==> config.mk <==
export PLATFORM = sky130hd
export DESIGN_NAME = telnet_receive_parser
export DESIGN_NICKNAME = d
export VERILOG_FILES = /design/src/trp_pkg.sv /design/src/trp_ram.sv /design/src/trp_parser.sv /design/src/telnet_receive_parser.sv
export SDC_FILE = /design/constraint.sdc
export NUM_CORES = 1
export LEC_CHECK = 0
export BUFFER_PORTS_ARGS = -buffer_cell sky130_fd_sc_hd__buf_4
export CORE_UTILIZATION = 35
export DETAILED_ROUTE_END_ITERATION = 8
export PLACE_DENSITY = 0.49
export SYNTH_ARGS = -nofsm -noshare
export SYNTH_HDL_FRONTEND = slang
export SYNTH_HIERARCHICAL = 1
export SYNTH_SLANG_ARGS = --single-unit
==> constraint.sdc <==
create_clock -name clk_i -period 3.7 [get_ports clk_i]
set_input_delay 0.37 -clock clk_i [delete_from_list [all_inputs] [get_ports clk_i]]
set_output_delay 0.37 -clock clk_i [all_outputs]
set_load 0.05 [all_outputs]
==> src/trp_pkg.sv <==
// shared types and codes of the telnet receive parser
`default_nettype none
package trp_pkg;

  localparam int unsigned SUBNEG_DEPTH_DEF = 64;

  localparam logic [7:0] CODE_NUL  = 8'h00;
  localparam logic [7:0] CODE_LF   = 8'h0a;
  localparam logic [7:0] CODE_CR   = 8'h0d;
  localparam logic [7:0] CODE_SE   = 8'd240;
  localparam logic [7:0] CODE_SB   = 8'd250;
  localparam logic [7:0] CODE_WILL = 8'd251;
  localparam logic [7:0] CODE_WONT = 8'd252;
  localparam logic [7:0] CODE_DO   = 8'd253;
  localparam logic [7:0] CODE_DONT = 8'd254;
  localparam logic [7:0] CODE_IAC  = 8'd255;

  typedef enum logic [2:0] {
    KIND_DATA    = 3'd0,
    KIND_CMD     = 3'd1,
    KIND_NEG     = 3'd2,
    KIND_REFUSE  = 3'd3,
    KIND_SUBNEG  = 3'd4,
    KIND_SBEMPTY = 3'd5
  } kind_e;

  typedef struct packed {
    kind_e      kind;
    logic [7:0] value;
    logic [7:0] opt;
    logic       last;
  } res_t;

  typedef struct packed {
    logic r0_vld;
    res_t r0;
    logic r1_vld;
    res_t r1;
    logic two;
    logic drain;
  } dec_t;

endpackage
`default_nettype wire

==> src/trp_ram.sv <==
// generic single write, single read ram with registered read data
`default_nettype none
module trp_ram #(
  parameter int unsigned WIDTH = 8,
  parameter int unsigned DEPTH = 64
) (
  input  wire logic                     clk_i,
  input  wire logic                     we_i,
  input  wire logic [$clog2(DEPTH)-1:0] waddr_i,
  input  wire logic [WIDTH-1:0]         wdata_i,
  input  wire logic                     re_i,
  input  wire logic [$clog2(DEPTH)-1:0] raddr_i,
  output logic      [WIDTH-1:0]         rdata_o
);

  logic [WIDTH-1:0] mem_q [DEPTH];
  logic [WIDTH-1:0] rdata_q;

  always_ff @(posedge clk_i) begin
    if (we_i) begin
      mem_q[waddr_i] <= wdata_i;
    end
    if (re_i) begin
      rdata_q <= mem_q[raddr_i];
    end
  end

  assign rdata_o = rdata_q;

endmodule
`default_nettype wire

==> src/trp_parser.sv <==
// byte decoder with parse phase, pending cr, held command and store fill count
`default_nettype none
module trp_parser #(
  parameter int unsigned SUBNEG_DEPTH = trp_pkg::SUBNEG_DEPTH_DEF
) (
  input  wire logic                              clk_i,
  input  wire logic                              rst_ni,
  input  wire logic                              acc_i,
  input  wire logic [7:0]                        byte_i,
  input  wire logic                              auto_refuse_i,
  output trp_pkg::dec_t                          dec_o,
  output logic                                   wr_en_o,
  output logic [$clog2(SUBNEG_DEPTH)-1:0]        wr_addr_o,
  output logic [7:0]                             wr_data_o,
  output logic [$clog2(SUBNEG_DEPTH+1)-1:0]      cnt_o,
  output logic [7:0]                             held_o
);

  localparam int unsigned AW = $clog2(SUBNEG_DEPTH);
  localparam int unsigned CW = $clog2(SUBNEG_DEPTH + 1);
  localparam logic [CW-1:0] FULL = CW'(SUBNEG_DEPTH);

  typedef enum logic [2:0] {
    PH_DATA, PH_IAC, PH_OPT, PH_SB, PH_SB2, PH_IAC2
  } phase_e;

  phase_e        phase_q, phase_d;
  logic          cr_q, cr_d;
  logic [7:0]    held_q, held_d;
  logic [CW-1:0] cnt_q, cnt_d;
  logic          store;
  logic [7:0]    store_byte;
  trp_pkg::dec_t dec;

  always_comb begin
    phase_d    = phase_q;
    cr_d       = cr_q;
    held_d     = held_q;
    cnt_d      = cnt_q;
    store      = 1'b0;
    store_byte = byte_i;
    dec        = '0;
    dec.r0     = '{kind: trp_pkg::KIND_DATA, value: byte_i, opt: 8'h00, last: 1'b1};
    dec.r1     = '{kind: trp_pkg::KIND_DATA, value: byte_i, opt: 8'h00, last: 1'b1};
    unique case (phase_q)
      PH_IAC: begin
        if (byte_i == trp_pkg::CODE_IAC) begin
          phase_d    = PH_DATA;
          dec.r0_vld = 1'b1;
        end else if (byte_i == trp_pkg::CODE_SB) begin
          phase_d = PH_SB;
        end else if (byte_i >= trp_pkg::CODE_WILL && byte_i <= trp_pkg::CODE_DONT) begin
          phase_d = PH_OPT;
          held_d  = byte_i;
        end else begin
          phase_d       = PH_DATA;
          dec.r0_vld    = 1'b1;
          dec.r0.kind   = trp_pkg::KIND_CMD;
        end
      end
      PH_OPT: begin
        dec.r0.opt = byte_i;
        if (!auto_refuse_i) begin
          dec.r0_vld   = 1'b1;
          dec.r0.kind  = trp_pkg::KIND_NEG;
          dec.r0.value = held_q;
        end else if (held_q == trp_pkg::CODE_DO) begin
          dec.r0_vld   = 1'b1;
          dec.r0.kind  = trp_pkg::KIND_REFUSE;
          dec.r0.value = trp_pkg::CODE_WONT;
        end else if (held_q == trp_pkg::CODE_WILL) begin
          dec.r0_vld   = 1'b1;
          dec.r0.kind  = trp_pkg::KIND_REFUSE;
          dec.r0.value = trp_pkg::CODE_DONT;
        end
        held_d  = 8'h00;
        phase_d = PH_DATA;
      end
      PH_SB: begin
        held_d  = byte_i;
        cnt_d   = '0;
        phase_d = PH_SB2;
      end
      PH_SB2: begin
        if (byte_i == trp_pkg::CODE_IAC) begin
          phase_d = PH_IAC2;
        end else begin
          store = 1'b1;
        end
      end
      PH_IAC2: begin
        if (byte_i == trp_pkg::CODE_IAC) begin
          store   = 1'b1;
          phase_d = PH_SB2;
        end else if (byte_i == trp_pkg::CODE_SE) begin
          if (cnt_q == '0) begin
            dec.r0_vld = 1'b1;
            dec.r0     = '{kind: trp_pkg::KIND_SBEMPTY, value: 8'h00, opt: held_q,
                           last: 1'b1};
          end else begin
            dec.drain = 1'b1;
          end
          phase_d = PH_DATA;
        end
      end
      default: begin
        phase_d = PH_DATA;
        if (byte_i == trp_pkg::CODE_IAC) begin
          phase_d = PH_IAC;
        end else if (!cr_q) begin
          if (byte_i == trp_pkg::CODE_CR) begin
            cr_d = 1'b1;
          end else begin
            dec.r0_vld = 1'b1;
          end
        end else begin
          dec.r0_vld   = 1'b1;
          dec.r0.value = trp_pkg::CODE_CR;
          dec.r1_vld   = (byte_i != trp_pkg::CODE_NUL);
          dec.two      = dec.r1_vld;
          cr_d         = 1'b0;
        end
      end
    endcase
    dec.r0.last = !dec.r1_vld;
    if (store && cnt_q != FULL) begin
      cnt_d = cnt_q + CW'(1);
    end else begin
      store = 1'b0;
    end
  end

  always_ff @(posedge clk_i or negedge rst_ni) begin
    if (!rst_ni) begin
      phase_q <= PH_DATA;
      cr_q    <= 1'b0;
      held_q  <= 8'h00;
      cnt_q   <= '0;
    end else if (acc_i) begin
      phase_q <= phase_d;
      cr_q    <= cr_d;
      held_q  <= held_d;
      cnt_q   <= cnt_d;
    end
  end

  assign dec_o     = dec;
  assign wr_en_o   = acc_i && store;
  assign wr_addr_o = cnt_q[AW-1:0];
  assign wr_data_o = store_byte;
  assign cnt_o     = cnt_q;
  assign held_o    = held_q;

endmodule
`default_nettype wire

==> src/telnet_receive_parser.sv <==
// telnet receive parser top level: output register, pending slot and store drain
//
//   channel      direction  handshake               payload
//   rx           in         rx_valid_i/rx_stall_o   rx_byte_i
//   res          out        res_valid_o/res_stall_i kind_o value_o option_code_o last_o
//   auto_refuse  in         auto_refuse_we_i        auto_refuse_i
//
// one byte a cycle while the output is not stalled and each byte gives at most one
// result; a cr pair giving two results parks the second in the pending slot, stalling rx
// iac se after n stored bytes drains the store at one byte a cycle from the ram
// read port while the output is not stalled, with no byte taken meanwhile
// reset clears control state only; the store needs no clearing pass
// a stalled output holds one result while one more waits in the pending slot
`default_nettype none
module telnet_receive_parser #(
  parameter int unsigned SUBNEG_DEPTH = trp_pkg::SUBNEG_DEPTH_DEF
) (
  input  wire logic       clk_i,
  input  wire logic       rst_ni,
  input  wire logic       auto_refuse_we_i,
  input  wire logic       auto_refuse_i,
  input  wire logic       rx_valid_i,
  output logic            rx_stall_o,
  input  wire logic [7:0] rx_byte_i,
  output logic            res_valid_o,
  input  wire logic       res_stall_i,
  output logic [2:0]      kind_o,
  output logic [7:0]      value_o,
  output logic [7:0]      option_code_o,
  output logic            last_o
);

  localparam int unsigned AW = $clog2(SUBNEG_DEPTH);
  localparam int unsigned CW = $clog2(SUBNEG_DEPTH + 1);

  typedef enum logic {S_IDLE, S_DRAIN} state_e;

  state_e          st_q, st_d;
  logic            auto_refuse_q;
  logic            out_vld_q, out_vld_d;
  trp_pkg::res_t   out_q, out_d;
  logic            pend_vld_q, pend_vld_d;
  trp_pkg::res_t   pend_q, pend_d;
  logic [CW-1:0]   rd_addr_q, rd_addr_d;
  logic [CW-1:0]   left_q, left_d;
  logic            rd_vld_q, rd_vld_d;

  trp_pkg::dec_t   dec;
  logic            acc;
  logic            out_free;
  logic            load_drain;
  logic            ren;
  logic            wr_en;
  logic [AW-1:0]   wr_addr;
  logic [7:0]      wr_data;
  logic [CW-1:0]   cnt;
  logic [7:0]      held;
  logic [7:0]      rdata;

  trp_parser #(
    .SUBNEG_DEPTH(SUBNEG_DEPTH)
  ) u_parser (
    .clk_i        (clk_i),
    .rst_ni       (rst_ni),
    .acc_i        (acc),
    .byte_i       (rx_byte_i),
    .auto_refuse_i(auto_refuse_q),
    .dec_o        (dec),
    .wr_en_o      (wr_en),
    .wr_addr_o    (wr_addr),
    .wr_data_o    (wr_data),
    .cnt_o        (cnt),
    .held_o       (held)
  );

  trp_ram #(
    .WIDTH(8),
    .DEPTH(SUBNEG_DEPTH)
  ) u_store (
    .clk_i  (clk_i),
    .we_i   (wr_en),
    .waddr_i(wr_addr),
    .wdata_i(wr_data),
    .re_i   (ren),
    .raddr_i(rd_addr_q[AW-1:0]),
    .rdata_o(rdata)
  );

  assign out_free   = !out_vld_q || !res_stall_i;
  assign rx_stall_o = (st_q != S_IDLE) || pend_vld_q || (dec.two && !out_free);
  assign acc        = rx_valid_i && !rx_stall_o;
  assign load_drain = (st_q == S_DRAIN) && rd_vld_q && out_free;
  assign ren        = (st_q == S_DRAIN) && (rd_addr_q != cnt) && (!rd_vld_q || load_drain);

  always_comb begin
    st_d       = st_q;
    out_vld_d  = out_vld_q;
    out_d      = out_q;
    pend_vld_d = pend_vld_q;
    pend_d     = pend_q;
    rd_addr_d  = rd_addr_q;
    left_d     = left_q;
    rd_vld_d   = rd_vld_q;
    if (out_vld_q && !res_stall_i) begin
      out_vld_d = 1'b0;
    end
    priority if (acc && dec.r0_vld) begin
      if (out_free) begin
        out_d     = dec.r0;
        out_vld_d = 1'b1;
        if (dec.r1_vld) begin
          pend_d     = dec.r1;
          pend_vld_d = 1'b1;
        end
      end else begin
        pend_d     = dec.r0;
        pend_vld_d = 1'b1;
      end
    end else if (pend_vld_q && out_free) begin
      out_d      = pend_q;
      out_vld_d  = 1'b1;
      pend_vld_d = 1'b0;
    end else if (load_drain) begin
      out_d     = '{kind: trp_pkg::KIND_SUBNEG, value: rdata, opt: held,
                    last: (left_q == CW'(1))};
      out_vld_d = 1'b1;
    end else begin
      out_d = out_q;
    end
    if (acc && dec.drain) begin
      st_d      = S_DRAIN;
      rd_addr_d = '0;
      left_d    = cnt;
      rd_vld_d  = 1'b0;
    end
    if (ren) begin
      rd_addr_d = rd_addr_q + CW'(1);
      rd_vld_d  = 1'b1;
    end else if (load_drain) begin
      rd_vld_d = 1'b0;
    end
    if (load_drain) begin
      left_d = left_q - CW'(1);
      if (left_q == CW'(1)) begin
        st_d = S_IDLE;
      end
    end
  end

  always_ff @(posedge clk_i or negedge rst_ni) begin
    if (!rst_ni) begin
      st_q          <= S_IDLE;
      auto_refuse_q <= 1'b0;
      out_vld_q     <= 1'b0;
      pend_vld_q    <= 1'b0;
      rd_addr_q     <= '0;
      left_q        <= '0;
      rd_vld_q      <= 1'b0;
    end else begin
      st_q       <= st_d;
      out_vld_q  <= out_vld_d;
      out_q      <= out_d;
      pend_vld_q <= pend_vld_d;
      pend_q     <= pend_d;
      rd_addr_q  <= rd_addr_d;
      left_q     <= left_d;
      rd_vld_q   <= rd_vld_d;
      if (auto_refuse_we_i) begin
        auto_refuse_q <= auto_refuse_i;
      end
    end
  end

  assign res_valid_o   = out_vld_q;
  assign kind_o        = out_q.kind;
  assign value_o       = out_q.value;
  assign option_code_o = out_q.opt;
  assign last_o        = out_q.last;

  a_pend_behind_out: assert property (@(posedge clk_i) disable iff (!rst_ni)
    pend_vld_q |-> out_vld_q)
    else $error("pending result without a held output beat");

  a_no_rx_in_drain: assert property (@(posedge clk_i) disable iff (!rst_ni)
    (st_q == S_DRAIN) |-> !acc)
    else $error("rx beat taken during store drain");

  a_drain_left: assert property (@(posedge clk_i) disable iff (!rst_ni)
    (st_q == S_DRAIN) |-> (left_q != '0) && (rd_addr_q <= cnt))
    else $error("store drain counters out of range");

  a_drain_ends_last: assert property (@(posedge clk_i) disable iff (!rst_ni)
    (load_drain && left_q == CW'(1)) |=> (out_vld_q && out_q.last && st_q == S_IDLE))
    else $error("store drain did not end with a last beat");

endmodule
`default_nettype wire
### Word level (Yosys, flattened, before mapping)

Memory sizes are Yosys's and may differ from the RTL's. A register that Yosys moved wholly into a read port is not among the register bits.
Index checks and enable logic that the tools add are counted.

| word-level totals | value |
|---|---|
| bits in writable memories | 512 |
| memories | 1 |
| word-level logic and storage cells | 164 |
| register bits | 78 |
| input port bits | 14 |
| output and inout bits | 22 |

Memories:

| memory | words | width | read ports | clocked after Yosys merged registers in | write ports | RTL line | source |
|---|---|---|---|---|---|---|---|
| u_store.mem_q | 64 | 8 | 1 | 1 | 1 | trp_ram.sv:16 | `logic [WIDTH-1:0] mem_q [DEPTH];` |

| cells by class | value |
|---|---|
| add/sub/neg operators | 3 |
| multiplexer cells | 73 |
| bitwise logic cells | 2 |
| reduce and logical (&&, ||, !) cells | 42 |
| magnitude comparators | 2 |
| equal/unequal tests | 22 |

Operators with widths:

| operator | number |
|---|---|
| $mux 20 | 6 |
| $mux 21 | 3 |
| $pmux 8 s3 | 2 |
| $mux 7 | 6 |
| $eq 8x8->1 const B | 5 |
| $mux 8 | 5 |
| $mux 12 | 3 |
| $mux 1 | 34 |
| $pmux 8 s2 | 1 |
| $mux 3 | 5 |
| $pmux 3 s5 | 1 |
| $add 7x1->7 const B | 2 |
| $logic_and 1x1->1 | 13 |
| $reduce_and 3->1 | 4 |
| $pmux 3 s3 | 1 |
| $reduce_bool 3->1 | 3 |
| $eq 8x4->1 const B | 1 |
| $ge 8x8->1 const B | 1 |
| $le 8x8->1 const B | 1 |
| $mux 4 | 2 |
| $ne 2x2->1 const B | 4 |
| $reduce_bool 2->1 | 4 |
| $reduce_bool 8->1 | 1 |
| $eq 7x1->1 const B | 1 |
| 21 further kinds | 35 |

### Depth between registers and ports, before layout

Gate-level depths: netlist of run 1.

| depth | value |
|---|---|
| depth in word-level cells | 12 |
| gate-level depth with buffers | 14 |
| mapped depth without buffers | 12 |

### Cells and area by module

The synthesis of run 1 kept the hierarchy.

By module, submodules not included:

| module | cells each | area each (µm²) | seq. area each (µm²) | instances |
|---|---|---|---|---|
| trp_ram | 940 | 20,241.9 | 15,615.0 | 1 |
| telnet_receive_parser | 258 | 2,965.3 | 1,676.6 | 1 |
| trp_parser | 248 | 1,933.1 | 475.5 | 1 |

### Worst setup path before layout of run 1

Ideal clock, no wire load.

| path | value |
|---|---|
| path kind | input to register |
| start point | input rx_byte_i[0] |
| end point | memory u_store.mem_q[62][0], enable pin |
| path buffers | 2 |
| data arrival time | 3.377 ns |
| stages on the path | 14 |
| data required time | 3.330 ns |
| setup time | 0.370 ns |
| setup slack | -0.048 ns |
| path through | buf_6 or4_4 o21ai_0 or3_1 inv_1 a311oi_2 and2_1 o311a_1 nand3_2 buf_4 inv_2 nor2b_1 nand3_1 nor2_1 |

RTL lines:

| item | RTL line | source |
|---|---|---|
| from (decl) | telnet_receive_parser.sv:24 | `input wire logic [7:0] rx_byte_i,` |
| to (decl) | trp_ram.sv:16 |  |

==> impl_summary.md, run 1 <==
Run status
The run finished with clean final reports.

Synthesis
The portion of synthesized cell area occupied by the leading cell type is 66.9%. The cell area that synthesis handed to floorplanning was ~25000 um^2. Summed over all instances, the cell type with the most area after synthesis is edfxtp_1. The proportion of register bits with asynchronous set or reset after synthesis is ~6.4%. The number of synthesized register bits is between 500 and 600. The warning count from the yosys run is 6. In the synthesized netlist the dominant register cell turns out to be edfxtp_1.

After synthesis, the mean cell area works out to roughly 17 um^2. In the post-synthesis netlist, the biggest area contributors are edfxtp_1 67%, mux4_2 11%, dfrtp_1 3.8%. The distinct cell type count of the synthesized netlist is 76. For this run, the register share of the synthesized area comes to 70.7%. The cell count after synthesis is around 1400. The synthesized design contains 560 enable-type register cells.

Clock tree
The clock sink count is 598. After clock tree synthesis, the clock-pin slew on the worst setup and hold paths is approximately 0.06 ns. After clock tree synthesis, the setup repair step added 0 buffers. The root buffer cell is clkbuf_16. The CTS tree is built. The total CTS buffers is 61. The maximum clock path buffer count is 3.

The insertion delay of the later-clocked pin in the worst-skew pair is roughly 0.63 ns. In this run the number of H-tree levels came out at 2.

Setup path
The data required time of the critical path is approximately 3.9 ns. The signal on the critical path passes through inv_1, or4_1, o21ai_1, and2_1, or4_1, and3_1, nor2_1, a21oi_2. The setup path with the least slack is of type reg -> reg. Measured in cells, the most critical reg-to-reg path has a length of 8.

The startpoint of the lowest-slack register-to-register path is u_parser/held_o[4]. For this run, the slowest stage of the critical path takes 0.84 ns. The end of the worst register-to-register path is option_code_o[0]. The critical path crosses 8 cells after its start point. The largest individual stage delay along the critical path comes from the cell a21oi_2. For flop-to-flop paths, the worst setup slack is about 0.43 ns. STA puts the critical path data arrival time at between 3 and 4 ns. The endpoint class of the critical path is a flop. The number of buffers and inverters on the critical path is 1. The highest net fanout along the worst path is 20. The cell repeated most along the worst path is or4_1. The critical path starts at u_parser/held_o[4]. The worst setup path is launched from a flop. Following the worst setup path forward leads to its endpoint at option_code_o[0]. The category of cells accounting for the largest share of critical-path delay is simple AND/OR/NAND/NOR gates.

Route
After detailed routing, the average wire length per cell comes to between 20 and 25 um. The DRC violation count after routing is 0. In this run, the number of DRC markers left after iteration 0 of detailed routing was between 1000 and 1500. The via density per instance is ~5.3. The first detailed-routing pass ran for 5 iterations.

For this block, the routed nets add up to ~62000 um of wire. The count of antenna-violating nets left after detailed routing is 0. The routed layout has 13600 vias.

STA
The final hold violation count is 0. The number of slew-limit violations in the final report is 0. The total of endpoints with negative setup slack in the final report is 0. Setup repair after global routing left no endpoint under its margin. The achievable clock frequency is around 0.31 GHz. The shortest clock period the worst path allows after layout is 3.27 ns. Measured against its own limit, the worst slew margin works out to 20.1%. On the final layout, the worst clock skew is 0.0166 ns. The transition time at the pin with the least slew margin is approximately 1.2 ns. The portion of the clock cycle consumed by the worst path in the final layout is 88.5%.

Final layout
The area growth from synthesis to layout is 15.8%. For this run, the number of standard cells in the final layout without fillers is about 2600. The count of inserted antenna diode cells is 0. The share of post-route cells with drive strength above 1 is between 20% and 30%. The net count reported at finish is between 1500 and 2000. After routing the design area is around 29000 um^2.

Floorplan
For this configuration, the core starts out at a cell density of between 30% and 40%. Row generation in the floorplan step produced 97 rows. The die area is 72900 um^2. The count of boundary I/O pins is 36. Measured along the y axis, the die boundary spans approximately 270 um.

The core region is 70500 um^2. The die is approximately 270 um wide.

Global route
After global routing the overflow that remains totals 0. The first global-routing pass estimated ~94000 um of wire. Entering global routing, the biggest net connects 76 pins. The total routing resource utilization after global routing is 17.3%. The via count of the first global-routing pass is approximately 14000. The number of antenna violations at the first check in global routing came to 0.

Flow run
The max-capacitance violation count is 0.

Pwr
The static leakage is 0.00927 uW. The total power per unit cell area is 483 nW/um^2. The maximum resistive drop on vdd is between 0.3 and 0.4 mV.

Placement
The number of placed cells counting well taps is 2462. The routability congestion estimate is around 0.84. The placed instances occupy a cell area of approximately 27000 um^2. The number of port buffers is 35. Summed over all nets, the half-perimeter wirelength after detailed placement is ~39000 um.

Hold path
The class of the tightest hold or removal check is in -> async.
==> cells by family (layout without fill, tap and decap cells) <==
group,after synthesis,count (layout),share of synthesized area (%)
AOI/OAI and AO/OA,175,175,4.84
xor gates and xnor gates,9,9,0.314
adders and majority gates,5,5,0.249
buffers and inverters,143,327,3.42
DFF,598,598,70.7
muxes,202,202,14.5
other,2,12,0.0299
and+or+nand+nor,312,312,5.98
==> state kept, by name, summed over array words and instances, names as in the netlist <==
| signal | cells |
|---|---|
| value_o | 8 |
| pend_vld_q | 1 |
| u_store/mem_q | 512 |
| kind_o | 3 |
| u_parser/cr_q | 1 |
| left_q | 7 |
| st_q | 1 |
| u_parser/phase_q | 3 |
| u_parser/held_o | 8 |
| last_o | 1 |
| rd_vld_q | 1 |
| rd_addr_q | 7 |
| auto_refuse_q | 1 |
| u_store/rdata_o | 8 |
| u_parser/cnt_o | 7 |
| option_code_o | 8 |
| res_valid_o | 1 |
| pend_q | 20 |
==> through the flow <==
step	total power (uW)	setup slack (ns)	utilization (%)	hold WS, ns	TNS, ns
final	14100	0.427	41.3	0.162	0
after global routing	14500	0.200	41.3	0.155	0
after CTS	14200	0.355	41.3	0.129	0
after detailed placement	7970	-0.0391	38.4	0.264	-0.0391
after global placement	7960	0.00857	38.4	0.266	0
after floorplan	7820	-0.0475	-	0.0744	-2.57
==> repair_timing <==
action / in CTS / in global routing
hold endpoints to repair: 39 / 0
resized for setup: 0 / 0
endpoints found under the setup margin: 0 / 0
hold buffers: 3 / 0
==> synth_stat cells (all sizes together) (5+ instances only) <==
cell	count
mux4	126
nor2b	17
edfxtp	560
a211oi	7
nor2	108
and2	7
nand2	66
o21ai	55
inv	31
a21oi	23
dfrtp	38
a211o	8
ha	5
clkbuf	26
o221ai	12
nand3	42
mux2i	39
nand4	8
a22o	10
o31ai	6
a221oi	7
xnor2	5
buf	86
or3	5
nand2b	13
mux2	37
nor3	23
o22ai	9
==> area by class of cell <==
class	count	area (um^2)
repair buffers	181	1450
clock buffers	81	1660
fillers	6262	41400
well taps	940	1180
clock inverters	34	374
flip-flops and latches	598	17800
multi-input cells	715	6560
inverters	31	116
==> where the power goes <==
group | switching, uW | internal (uW)
clock | 2590 | 3650
sequential | 33.6 | 7430
combinational | 258 | 102
total | 2890 | 11200
==> placed cells by master (no fill, tap or decap), types with 5 or more instances in the layout <==
master and n:
edfxtp_1 560, mux2_2 37, and2_1 6, mux2i_1 39, conb_1 12, inv_1 30, nand2b_1 13, o22ai_1 9
a221oi_1 7, buf_4 171, nand4_1 8, clkinv_2 7, o21ai_1 7, clkbuf_16 62, a22o_1 10, a211o_1 8
clkinv_1 12, nor2b_1 17, mux4_2 126, clkbuf_1 15, nor3_1 22, nand3_1 41, xnor2_1 5, dfrtp_1 34
a21oi_1 22, ha_1 5, nand2_1 66, o31ai_1 5, nor2_1 106, bufinv_16 7, buf_12 7, o21ai_0 48
o221ai_1 12, a211oi_1 7
==> worst min path at each step <==
stage	from	to	slack [ns]	depth (start not counted)
after floorplan	rst_ni	auto_refuse_q	0.07	0
after global placement	rst_ni	rd_vld_q	0.27	1
after detailed placement	rst_ni	rd_vld_q	0.26	1
after CTS	rst_ni	u_parser/held_o[7]	0.13	2
after global routing	rst_ni	u_parser/held_o[0]	0.16	2
final	rst_ni	rd_vld_q	0.16	2
==> metal layers <==
| layer | vias to the layer above | global-route usage [%] | wire [um] |
|---|---|---|---|
| met2 | 377 | 28.6 | 30300 |
| li1 | 6007 | - | - |
| met3 | 94 | 2.27 | 2580 |
| met1 | 7163 | 23.8 | 27900 |
| met4 | 0 | 4.83 | 1590 |
| met5 | - | 0 | 0 |
Note: power is estimated with default switching activity, not from simulation.
==> run 2, diff against run 1 <==
--- a/config.mk
+++ b/config.mk
@@ -6,6 +6,7 @@
 export NUM_CORES = 1
 export LEC_CHECK = 0
 export BUFFER_PORTS_ARGS = -buffer_cell sky130_fd_sc_hd__buf_4
+export CAP_MARGIN = 0
 export CORE_UTILIZATION = 35
 export DETAILED_ROUTE_END_ITERATION = 8
 export PLACE_DENSITY = 0.49
==> constraint.sdc (replaced) <==
create_clock -name clk_i -period 2.9 [get_ports clk_i]
set_input_delay 0.29 -clock clk_i [delete_from_list [all_inputs] [get_ports clk_i]]
set_output_delay 0.29 -clock clk_i [all_outputs]
set_load 0.05 [all_outputs]
==> run 2 against run 1 <==
Compared with the run above: register-to-register slack worse by 0.41 ns; combinational power is 38% higher; final cell count is 1.4% higher; clock-buffer cell count is 13 lower; via count is 0.48% higher; power is 32% higher; hold slack worse by 0.091 ns; design area is 4.0% higher; sequential share of layout area is 2.4 points lower; sequential power is 27% higher; wire length is 2.5% higher; critical path type unchanged; critical endpoint is now u_store/mem_q[22][7]; largest cell class unchanged.
==> impl_summary.md, run 2 (same netlist as run 1, synthesis figures left out) <==
Global route
The total routing resource utilization after global routing came to 17.9% (+0.58 points). The wire length of the first global-routing pass is 96700 um (+2.8%). The number of antenna violations at the first check in global routing is 0 (unchanged). The aggregate global routing overflow is 0 (unchanged). The largest net degree at the start of global routing was 70 (-7.9%). The via count of the first global-routing pass is 14200 (+2.0%).

Final layout
The area growth from synthesis to layout is 20.5%. The share of post-route cells with drive strength above 1 is 33.7% (+6.0 points). The count of inserted antenna diode cells is 0 (unchanged). The number of flip-flops in the largest register came to 512 (unchanged). The largest registers in the layout are u_store/mem_q (512), pend_q (20).

The most common cell after layout, fill and taps aside is edfxtp_1. The net count reported at finish came to 1643 (+2.2%). u_store/mem_q holds more flip-flops than any other register.

The top cell types in the final layout, fill and taps aside, are 560 x edfxtp_1, 167 x buf_4, 126 x mux4_2. The final cell count without fillers is 2617 (+1.4%).

STA
The achievable clock frequency is 0.347 GHz (+14%). The number of slew-limit violations in the final report came to 0 (unchanged). The final hold slack is 0.0711 ns (-0.0909 ns). The headroom to the max-slew limit is 37.9% (+18 points). The total of endpoints with negative setup slack in the final report is 0 (unchanged). Setup repair after global routing could not meet its margin everywhere. The portion of the clock cycle consumed by the worst path in the final layout is 99.3% (+11 points).

The maximum clock skew at final layout is 0.0223 ns (+0.00564 ns). The transition time at the pin with the least slew margin is 0.932 ns (-0.266 ns). The total negative slack was 0 ns (unchanged).

The shortest clock period the worst path allows after layout is 2.88 ns (-0.393 ns). The final hold violation count is 0 (unchanged).

Floorplan
The die area is 72900 um^2 (unchanged). The number of standard-cell rows in the floorplan is 97 (unchanged). The effective utilization at floorplan was 35.7% (unchanged). The core area is 70500 um^2 (unchanged). The count of boundary I/O pins was 36 (unchanged). The die outline width is 270 um (unchanged). The die height is 270 um (unchanged).

Route
The first-iteration detailed-routing DRC count is 908 (-19%). The total wire length is 64000 um (+2.5%). The DRC violation count after routing is 0 (unchanged). The post-detailed-route wirelength per cell was 24.5 um (+1.1%). The via total after detailed routing is 13700 (+0.48%). The via density per instance came to 5.24 (-0.94%). The number of search-and-repair iterations in the first detailed-routing pass is 5 (unchanged). The count of antenna-violating nets left after detailed routing is 0 (unchanged).

Placement
The number of port buffers came to 35 (unchanged). The routability congestion estimate is 0.830 (-1.8%). The number of placed cells counting well taps came to 2486 (+0.97%). The detailed placement HPWL is 40300 um (+2.6%).

Clock tree
The clock transition at the register clock pins on the worst setup and hold paths after CTS is 0.06 ns (about the same). The maximum clock path buffer count is 3 (unchanged). The CTS tree is built.

The clock sink count came to 598 (unchanged). The tree is rooted in a clkbuf_16. The count of H-tree levels built during CTS is 2 (unchanged). The total CTS buffers is 61 (unchanged). The insertion delay of the later-clocked pin in the worst-skew pair came to 0.65 ns (+0.02 ns).

Pwr
The static leakage is 0.00960 uW (+3.6%). The total power was 18500 uW (+32%). The total power per unit cell area is 611 nW/um^2 (+27%). The maximum resistive drop on vdd was 0.463 mV (+34%).

Setup path
The startpoint kind of the worst setup timing path is a flop. The highest net fanout along the worst path is 8 (-60%). The kind of critical path is reg -> reg. The data required time of the critical path is 3.23 ns (-0.71 ns). The worst setup path is captured at a flop. The worst path arrival time came to 3.20 ns (-0.31 ns). The cell depth of the worst flop-to-flop path was 13 (+5).

Hold path
The class of the tightest hold or removal check is in -> async.

Run status
The run finished with clean final reports.

Flow run
The max-capacitance violation count was 0 (unchanged).
run 2: cell count changes in the layout (fill, tap and decap cells not counted), moves of 4 or more:
| cell | delta |
|---|---|
| clkinv_1 | -4 |
| nor2_2 | +12 |
| clkbuf_8 | -4 |
| buf_12 | +20 |
| clkbuf_1 | -8 |
| nor2_4 | +37 |
| nor2_1 | -49 |
| clkinv_2 | +7 |
| buf_6 | +18 |
| buf_4 | -4 |
| bufinv_16 | +6 |
run 2: critical path: stages (launching register included):
cell and delay (ns):
dfrtp_2 0.44, a21oi_2 0.19, or3_4 0.17, inv_4 0.04, a311oi_2 0.28, and2_4 0.19
o311a_1 0.19, nand3_2 0.11, inv_4 0.11, nor2b_4 0.19, buf_6 0.12, nand3_4 0.09
buf_12 0.19, nor2_4 0.23
run 2: path summary, 6_finish.rpt:
path / end / slack [ns] / from
setup / recovery: u_store/mem_q[22][7] / 0.02 / u_parser/phase_q[1]
hold reg to reg: left_q[5] / 0.55 / left_q[5]
max in group asynchronous: rd_addr_q[2] / 2.15 / rst_ni
setup reg to reg: u_store/mem_q[22][7] / 0.02 / u_parser/phase_q[1]
min in group clk_i: st_q / 0.13 / rx_valid_i
hold / removal: pend_vld_q / 0.07 / rst_ni
run 2: timing repair:
item | CTS | global route
pin swaps | 6 | 15
buffers inserted | 8 | 2
hold buffers | 4 | 0
hold endpoints to repair | 40 | 0
setup endpoints to repair | 513 | 505
resized for setup | 6 | 36
gates cloned | 1 | 0
run 2: per-stage QoR:
step	cell area [um^2]	utilization, %	setup WS [ns]
after floorplan	25500	-	-0.339
after global placement	27800	39.4	-0.539
after detailed placement	27800	39.4	-0.566
after CTS	30100	42.8	0.0390
after global routing	30300	43.0	-0.117
final	30300	43.0	0.0205
run 2: layout make-up:
cell class,instances,area [um^2]
fillers,6182,40200
flip-flops and latches,598,17800
multi-input cells,716,6990
repair buffers,216,2040
clock buffers,68,1550
well taps,940,1180
clock inverters,48,638
inverters,31,121
run 2: power by group:
part / internal [uW] / leakage [uW] / total [uW] / switching (uW)
clock network: 5050 / 0.00106 / 8500 / 3450
registers: 9470 / 0.00545 / 9510 / 40.4
logic: 144 / 0.00309 / 497 / 352
run 2: routing by layer:
metal / wire (um) / global-route usage, % / share of wire (%)
met1: 28800 / 24.6 / 45
met2: 30300 / 28.5 / 47
met3: 3230 / 3.64 / 5.0
met4: 1630 / 5.31 / 2.5
met5: 0 / 0 / 0
==> run 3, diff against run 2 <==
--- a/config.mk
+++ b/config.mk
@@ -5,6 +5,7 @@
 export SDC_FILE = /design/constraint.sdc
 export NUM_CORES = 1
 export LEC_CHECK = 0
+export ABC_CLOCK_PERIOD_IN_PS = 2900
 export BUFFER_PORTS_ARGS = -buffer_cell sky130_fd_sc_hd__buf_4
 export CAP_MARGIN = 0
 export CORE_UTILIZATION = 35
@@ -12,5 +13,4 @@
 export PLACE_DENSITY = 0.49
 export SYNTH_ARGS = -nofsm -noshare
 export SYNTH_HDL_FRONTEND = slang
-export SYNTH_HIERARCHICAL = 1
 export SYNTH_SLANG_ARGS = --single-unit
==> run 3 against run 2 <==
Compared with the run above: area after synthesis decreased by 1.1%; wire length grew 2.7%; critical path type unchanged; flip-flop and latch count stayed put.
==> impl_summary.md, run 3 <==
Placement
The worst setup timing slack at the placement stage is 0.0361 ns (+0.603 ns). The number of port buffers was 35 (unchanged). The routability congestion estimate came to 0.819 (-1.3%). The detailed placement HPWL is 43500 um (+7.8%).

The number of placed cells counting well taps is 2490 (+0.16%).

STA
The transition time at the pin with the least slew margin is 0.903 ns (-0.0290 ns). The maximum clock skew at final layout came to 0.0209 ns (-0.00141 ns). The post-route worst setup slack is 0.122 ns (+0.101 ns). The achievable clock frequency is 0.360 GHz (+3.6%).

The number of slew-limit violations in the final report is 0 (unchanged). Setup repair after global routing left no endpoint under its margin. The headroom to the max-slew limit came to 39.6% (+1.7 points). The portion of the clock cycle consumed by the worst path in the final layout is 95.8% (-3.5 points). The total negative slack was 0 ns (unchanged).

The total of endpoints with negative setup slack in the final report is 0 (unchanged). The shortest clock period the worst path allows after layout came to 2.78 ns (-0.101 ns). The final hold violation count is 0 (unchanged).

Global route
The largest net degree at the start of global routing was 68 (-2.9%). The total routing resource utilization after global routing came to 18.5% (+0.67 points). The wire length of the first global-routing pass is 96900 um (+0.15%). The via count of the first global-routing pass is 14000 (-1.6%). The number of antenna violations at the first check in global routing is 3 (+3). The aggregate global routing overflow came to 0 (unchanged).

Floorplan
The core area is 70100 um^2 (-0.52%). The effective utilization at floorplan was 35.5% (-0.19 points). The die height is 269 um (-0.52%). The die area is 72100 um^2 (-1.0%). The number of standard-cell rows in the floorplan was 97 (unchanged). The count of boundary I/O pins was 36 (unchanged). The die outline width is 269 um (-0.52%).

Pwr
The combinational cell fraction of total power is 3.9% (+1.2 points). The portion of total power attributed to the clock network is 44.3% (-1.6 points). The maximum resistive drop on vdd was 0.384 mV (-17%). The switching share of total power was 21.7% (+0.93 points).

The net switching power of the design is 3990 uW (+3.9%). The sequential power share came to 51.8% (+0.4 points). The design internal power came to 14400 uW (-1.7%). The static leakage is 0.00951 uW (-0.95%). The total power per unit cell area came to 621 nW/um^2 (+1.7%).

Synthesis
The fraction of synthesized area in multiplexers is 13.7% (-0.82 points). The fraction of the mapped netlist area in compound gates came to 6.16% (+1.3 points). The number of nets in the synthesized netlist is 1463. By area, the combinational part of the netlist is dominated by multiplexers. The sequential-to-total area share from yosys stat is 71.4% (+0.75 points).

The proportion of register bits with asynchronous set or reset after synthesis is 6.35% (unchanged). Yosys instantiated no cell more often than edfxtp_1. The post-synthesis cell area is 24900 um^2 (-1.1%). The adder and majority cell fraction of the synthesized area is 0.251% (+0.0026 points).

The average instance area after synthesis is 17.2 um^2 (-0.91%). For this run, the leading register cell type out of synthesis is edfxtp_1. The portion of synthesized cell area occupied by the leading cell type is 67.6% (+0.71 points). The cell count after synthesis is 1444 (-0.14%).

The warning count from the yosys run is 0 (-6). The count of flip-flops with a built-in enable after synthesis came to 560 (unchanged). The cell type contributing the most total cell area after synthesis is edfxtp_1. Sorting the synthesized cells by area gives the leading types as edfxtp_1 68%, mux4_2 9.6%, dfrtp_1 3.8%. The number of synthesized register bits is 598 (unchanged). The simple-gate share of the synthesized area is 6.08% (+0.10 points). The distinct cell type count of the synthesized netlist is 77 (+1.3%). The post-synthesis xor/xnor area fraction is 0.458% (+0.14 points).

The commonest cells after synthesis are 560 x edfxtp_1, 112 x nor2_1, 106 x mux4_2, 82 x mux2i_1, 63 x nand2_1.

Final layout
The net count reported at finish is 1652 (+0.55%). The count of inserted antenna diode cells came to 0 (unchanged). The number of flip-flops in the largest register came to 512 (unchanged).

The final design utilization is 42.2% (-0.73 points). The final cell count without fillers came to 2622 (+0.19%). The top cell types in the final layout, fill and taps aside, are 560 x edfxtp_1, 198 x buf_4, 106 x mux4_2. The most common cell after layout, fill and taps aside is edfxtp_1.

The post-synthesis to final-layout area growth is 19.1%. The number of fill cells in the layout is 6293 (+1.8%). Counting flops per register, the top entry is u_store.mem_q.

In the final layout, the registers with the most flip-flops are u_store.mem_q (512), pend_q (20). The share of post-route cells with drive strength above 1 is 30.3% (-3.4 points).

Setup path
The data required time of the critical path is 3.24 ns (about the same). The critical path is of the reg -> reg type. The endpoint class of the critical path is a flop. The longest individual stage delay on the worst path is 0.62 ns (+0.18 ns). The cell repeated most along the worst path is buf_4. The slowest library cell on the worst path is dfrtp_4. The highest net fanout along the worst path came to 16 (+8).

The startpoint kind of the worst setup timing path is a flop. The critical path goes through buf_4, buf_12, buf_4, nand3b_1, buf_4, o221ai_1, a211oi_1, a31oi_1, and3_1. The worst path arrival time is 3.12 ns (-0.08 ns).

Clock tree
CTS placed an instance of clkbuf_16 at the clock tree root. The clock sink count is 598 (unchanged). The maximum clock path buffer count came to 3 (unchanged). The clock transition at the register clock pins on the worst setup and hold paths after CTS is 0.06 ns (about the same).

The total CTS buffers is 66 (+8.2%). The count of H-tree levels built during CTS was 3 (+1). TritonCTS built the clock tree. The insertion delay of the later-clocked pin in the worst-skew pair came to 0.61 ns (-0.04 ns).

Route
The DRC violation count after routing was 0 (unchanged). The count of antenna-violating nets left after detailed routing is 0 (unchanged). The total wire length came to 65800 um (+2.7%). The post-detailed-route wirelength per cell is 25.1 um (+2.5%). The number of search-and-repair iterations in the first detailed-routing pass came to 5 (unchanged). The via total after detailed routing is 13900 (+1.1%).

The via density per instance is 5.28 (+0.90%). The first-iteration detailed-routing DRC count was 1329 (+46%).

Hold path
In this run the worst hold path is classified as in -> reg.

Run status
The flow ran to the end, and the final reports show no timing, DRC or antenna violations.

Flow run
The max-capacitance violation count is 0 (unchanged).
[run 3: changes by cell type in the layout (fill, tap and decap cells not counted), moves of 12 or more]
| cell | delta |
|---|---|
| nor3_1 | +13 |
| mux2_2 | -25 |
| a22oi_1 | +19 |
| nor2_2 | +34 |
| nor2_4 | -37 |
| buf_12 | -18 |
| mux2i_1 | +43 |
| buf_6 | -18 |
| buf_4 | +31 |
| conb_1 | -12 |
| mux4_2 | -20 |
| inv_1 | -13 |
| nand3_1 | -21 |
[run 3: per-layer routing]
layer | wire (um) | track usage [%] | share of wire, %
met2 | 29900 | 28.1 | 45
met1 | 30400 | 27.0 | 46
met4 | 1930 | 5.67 | 2.9
met5 | 0 | 0 | 0
met3 | 3510 | 3.49 | 5.3
[run 3: cells by family after synthesis]
family	count (synthesis)
buffers and inverters	110
and+or+nand+nor	296
DFF	598
AOI/OAI and AO/OA	218
adders and majority gates	5
muxes	204
xor gates and xnor gates	13
[run 3: what timing repair did]
action                     4_1_cts  5_1_grt
hold endpoints to repair        42        0
resized for setup                0        1
hold buffers                     6        0
setup buffers                    0        8
setup endpoints to repair        0       23
[run 3: layout make-up]
cell class / instances / area, um^2 / share of cell area (%)
Sequential cell: 598 / 17800 / 60.0
Tap cell: 940 / 1180 / 3.97
Clock inverter: 36 / 329 / 1.11
Multi-Input combinational cell: 737 / 6790 / 22.9
Timing Repair Buffer: 213 / 1730 / 5.83
Clock buffer: 81 / 1760 / 5.94
Inverter: 17 / 65.1 / 0.220
[run 3: power groups by stage]
stage / registers, uW / clock network [uW] / logic, uW
global route: 9540 / 8640 / 768
detailed placement: 9710 / 0 / 705
CTS: 9530 / 8330 / 714
global placement: 9710 / 0 / 702
finish: 9530 / 8160 / 711
floorplan: 9800 / 0 / 242
[run 3: worst max-delay path, delay by kind of cell, from the launching register on]
family / cells / cell delay [ns]
buffers and inverters: 4 / 0.74
AO/OA/AOI/OAI: 3 / 0.65
flip-flops: 1 / 0.62
AND/OR/NAND/NOR: 2 / 0.50
[run 3: final timing paths]
path,startpoint,endpoint,slack (ns),cells past startpoint
min in group asynchronous,rst_ni,left_q[2],0.43,3
min reg2reg,pend_q[17],kind_o[0],0.53,2
max in group asynchronous,rst_ni,rd_addr_q[1],2.03,3
max,rd_addr_q[0],u_store.rdata_o[2],0.12,9
max reg2reg,rd_addr_q[0],u_store.rdata_o[2],0.12,9
min,rx_byte_i[4],u_store.mem_q[0][4],0.04,1
[run 3: stage by stage]
| step | instance area (um^2) | total power, uW | hold slack, ns |
|---|---|---|---|
| 2_1_floorplan | 25000 | 10000 | -0.00559 |
| 3_3_place_gp | 27400 | 10400 | 0.475 |
| 3_5_place_dp | 27400 | 10400 | 0.466 |
| 4_1_cts | 29500 | 18600 | 0.0167 |
| 5_1_grt | 29600 | 18900 | 0.0406 |
| 6_report | 29600 | 18400 | 0.0442 |
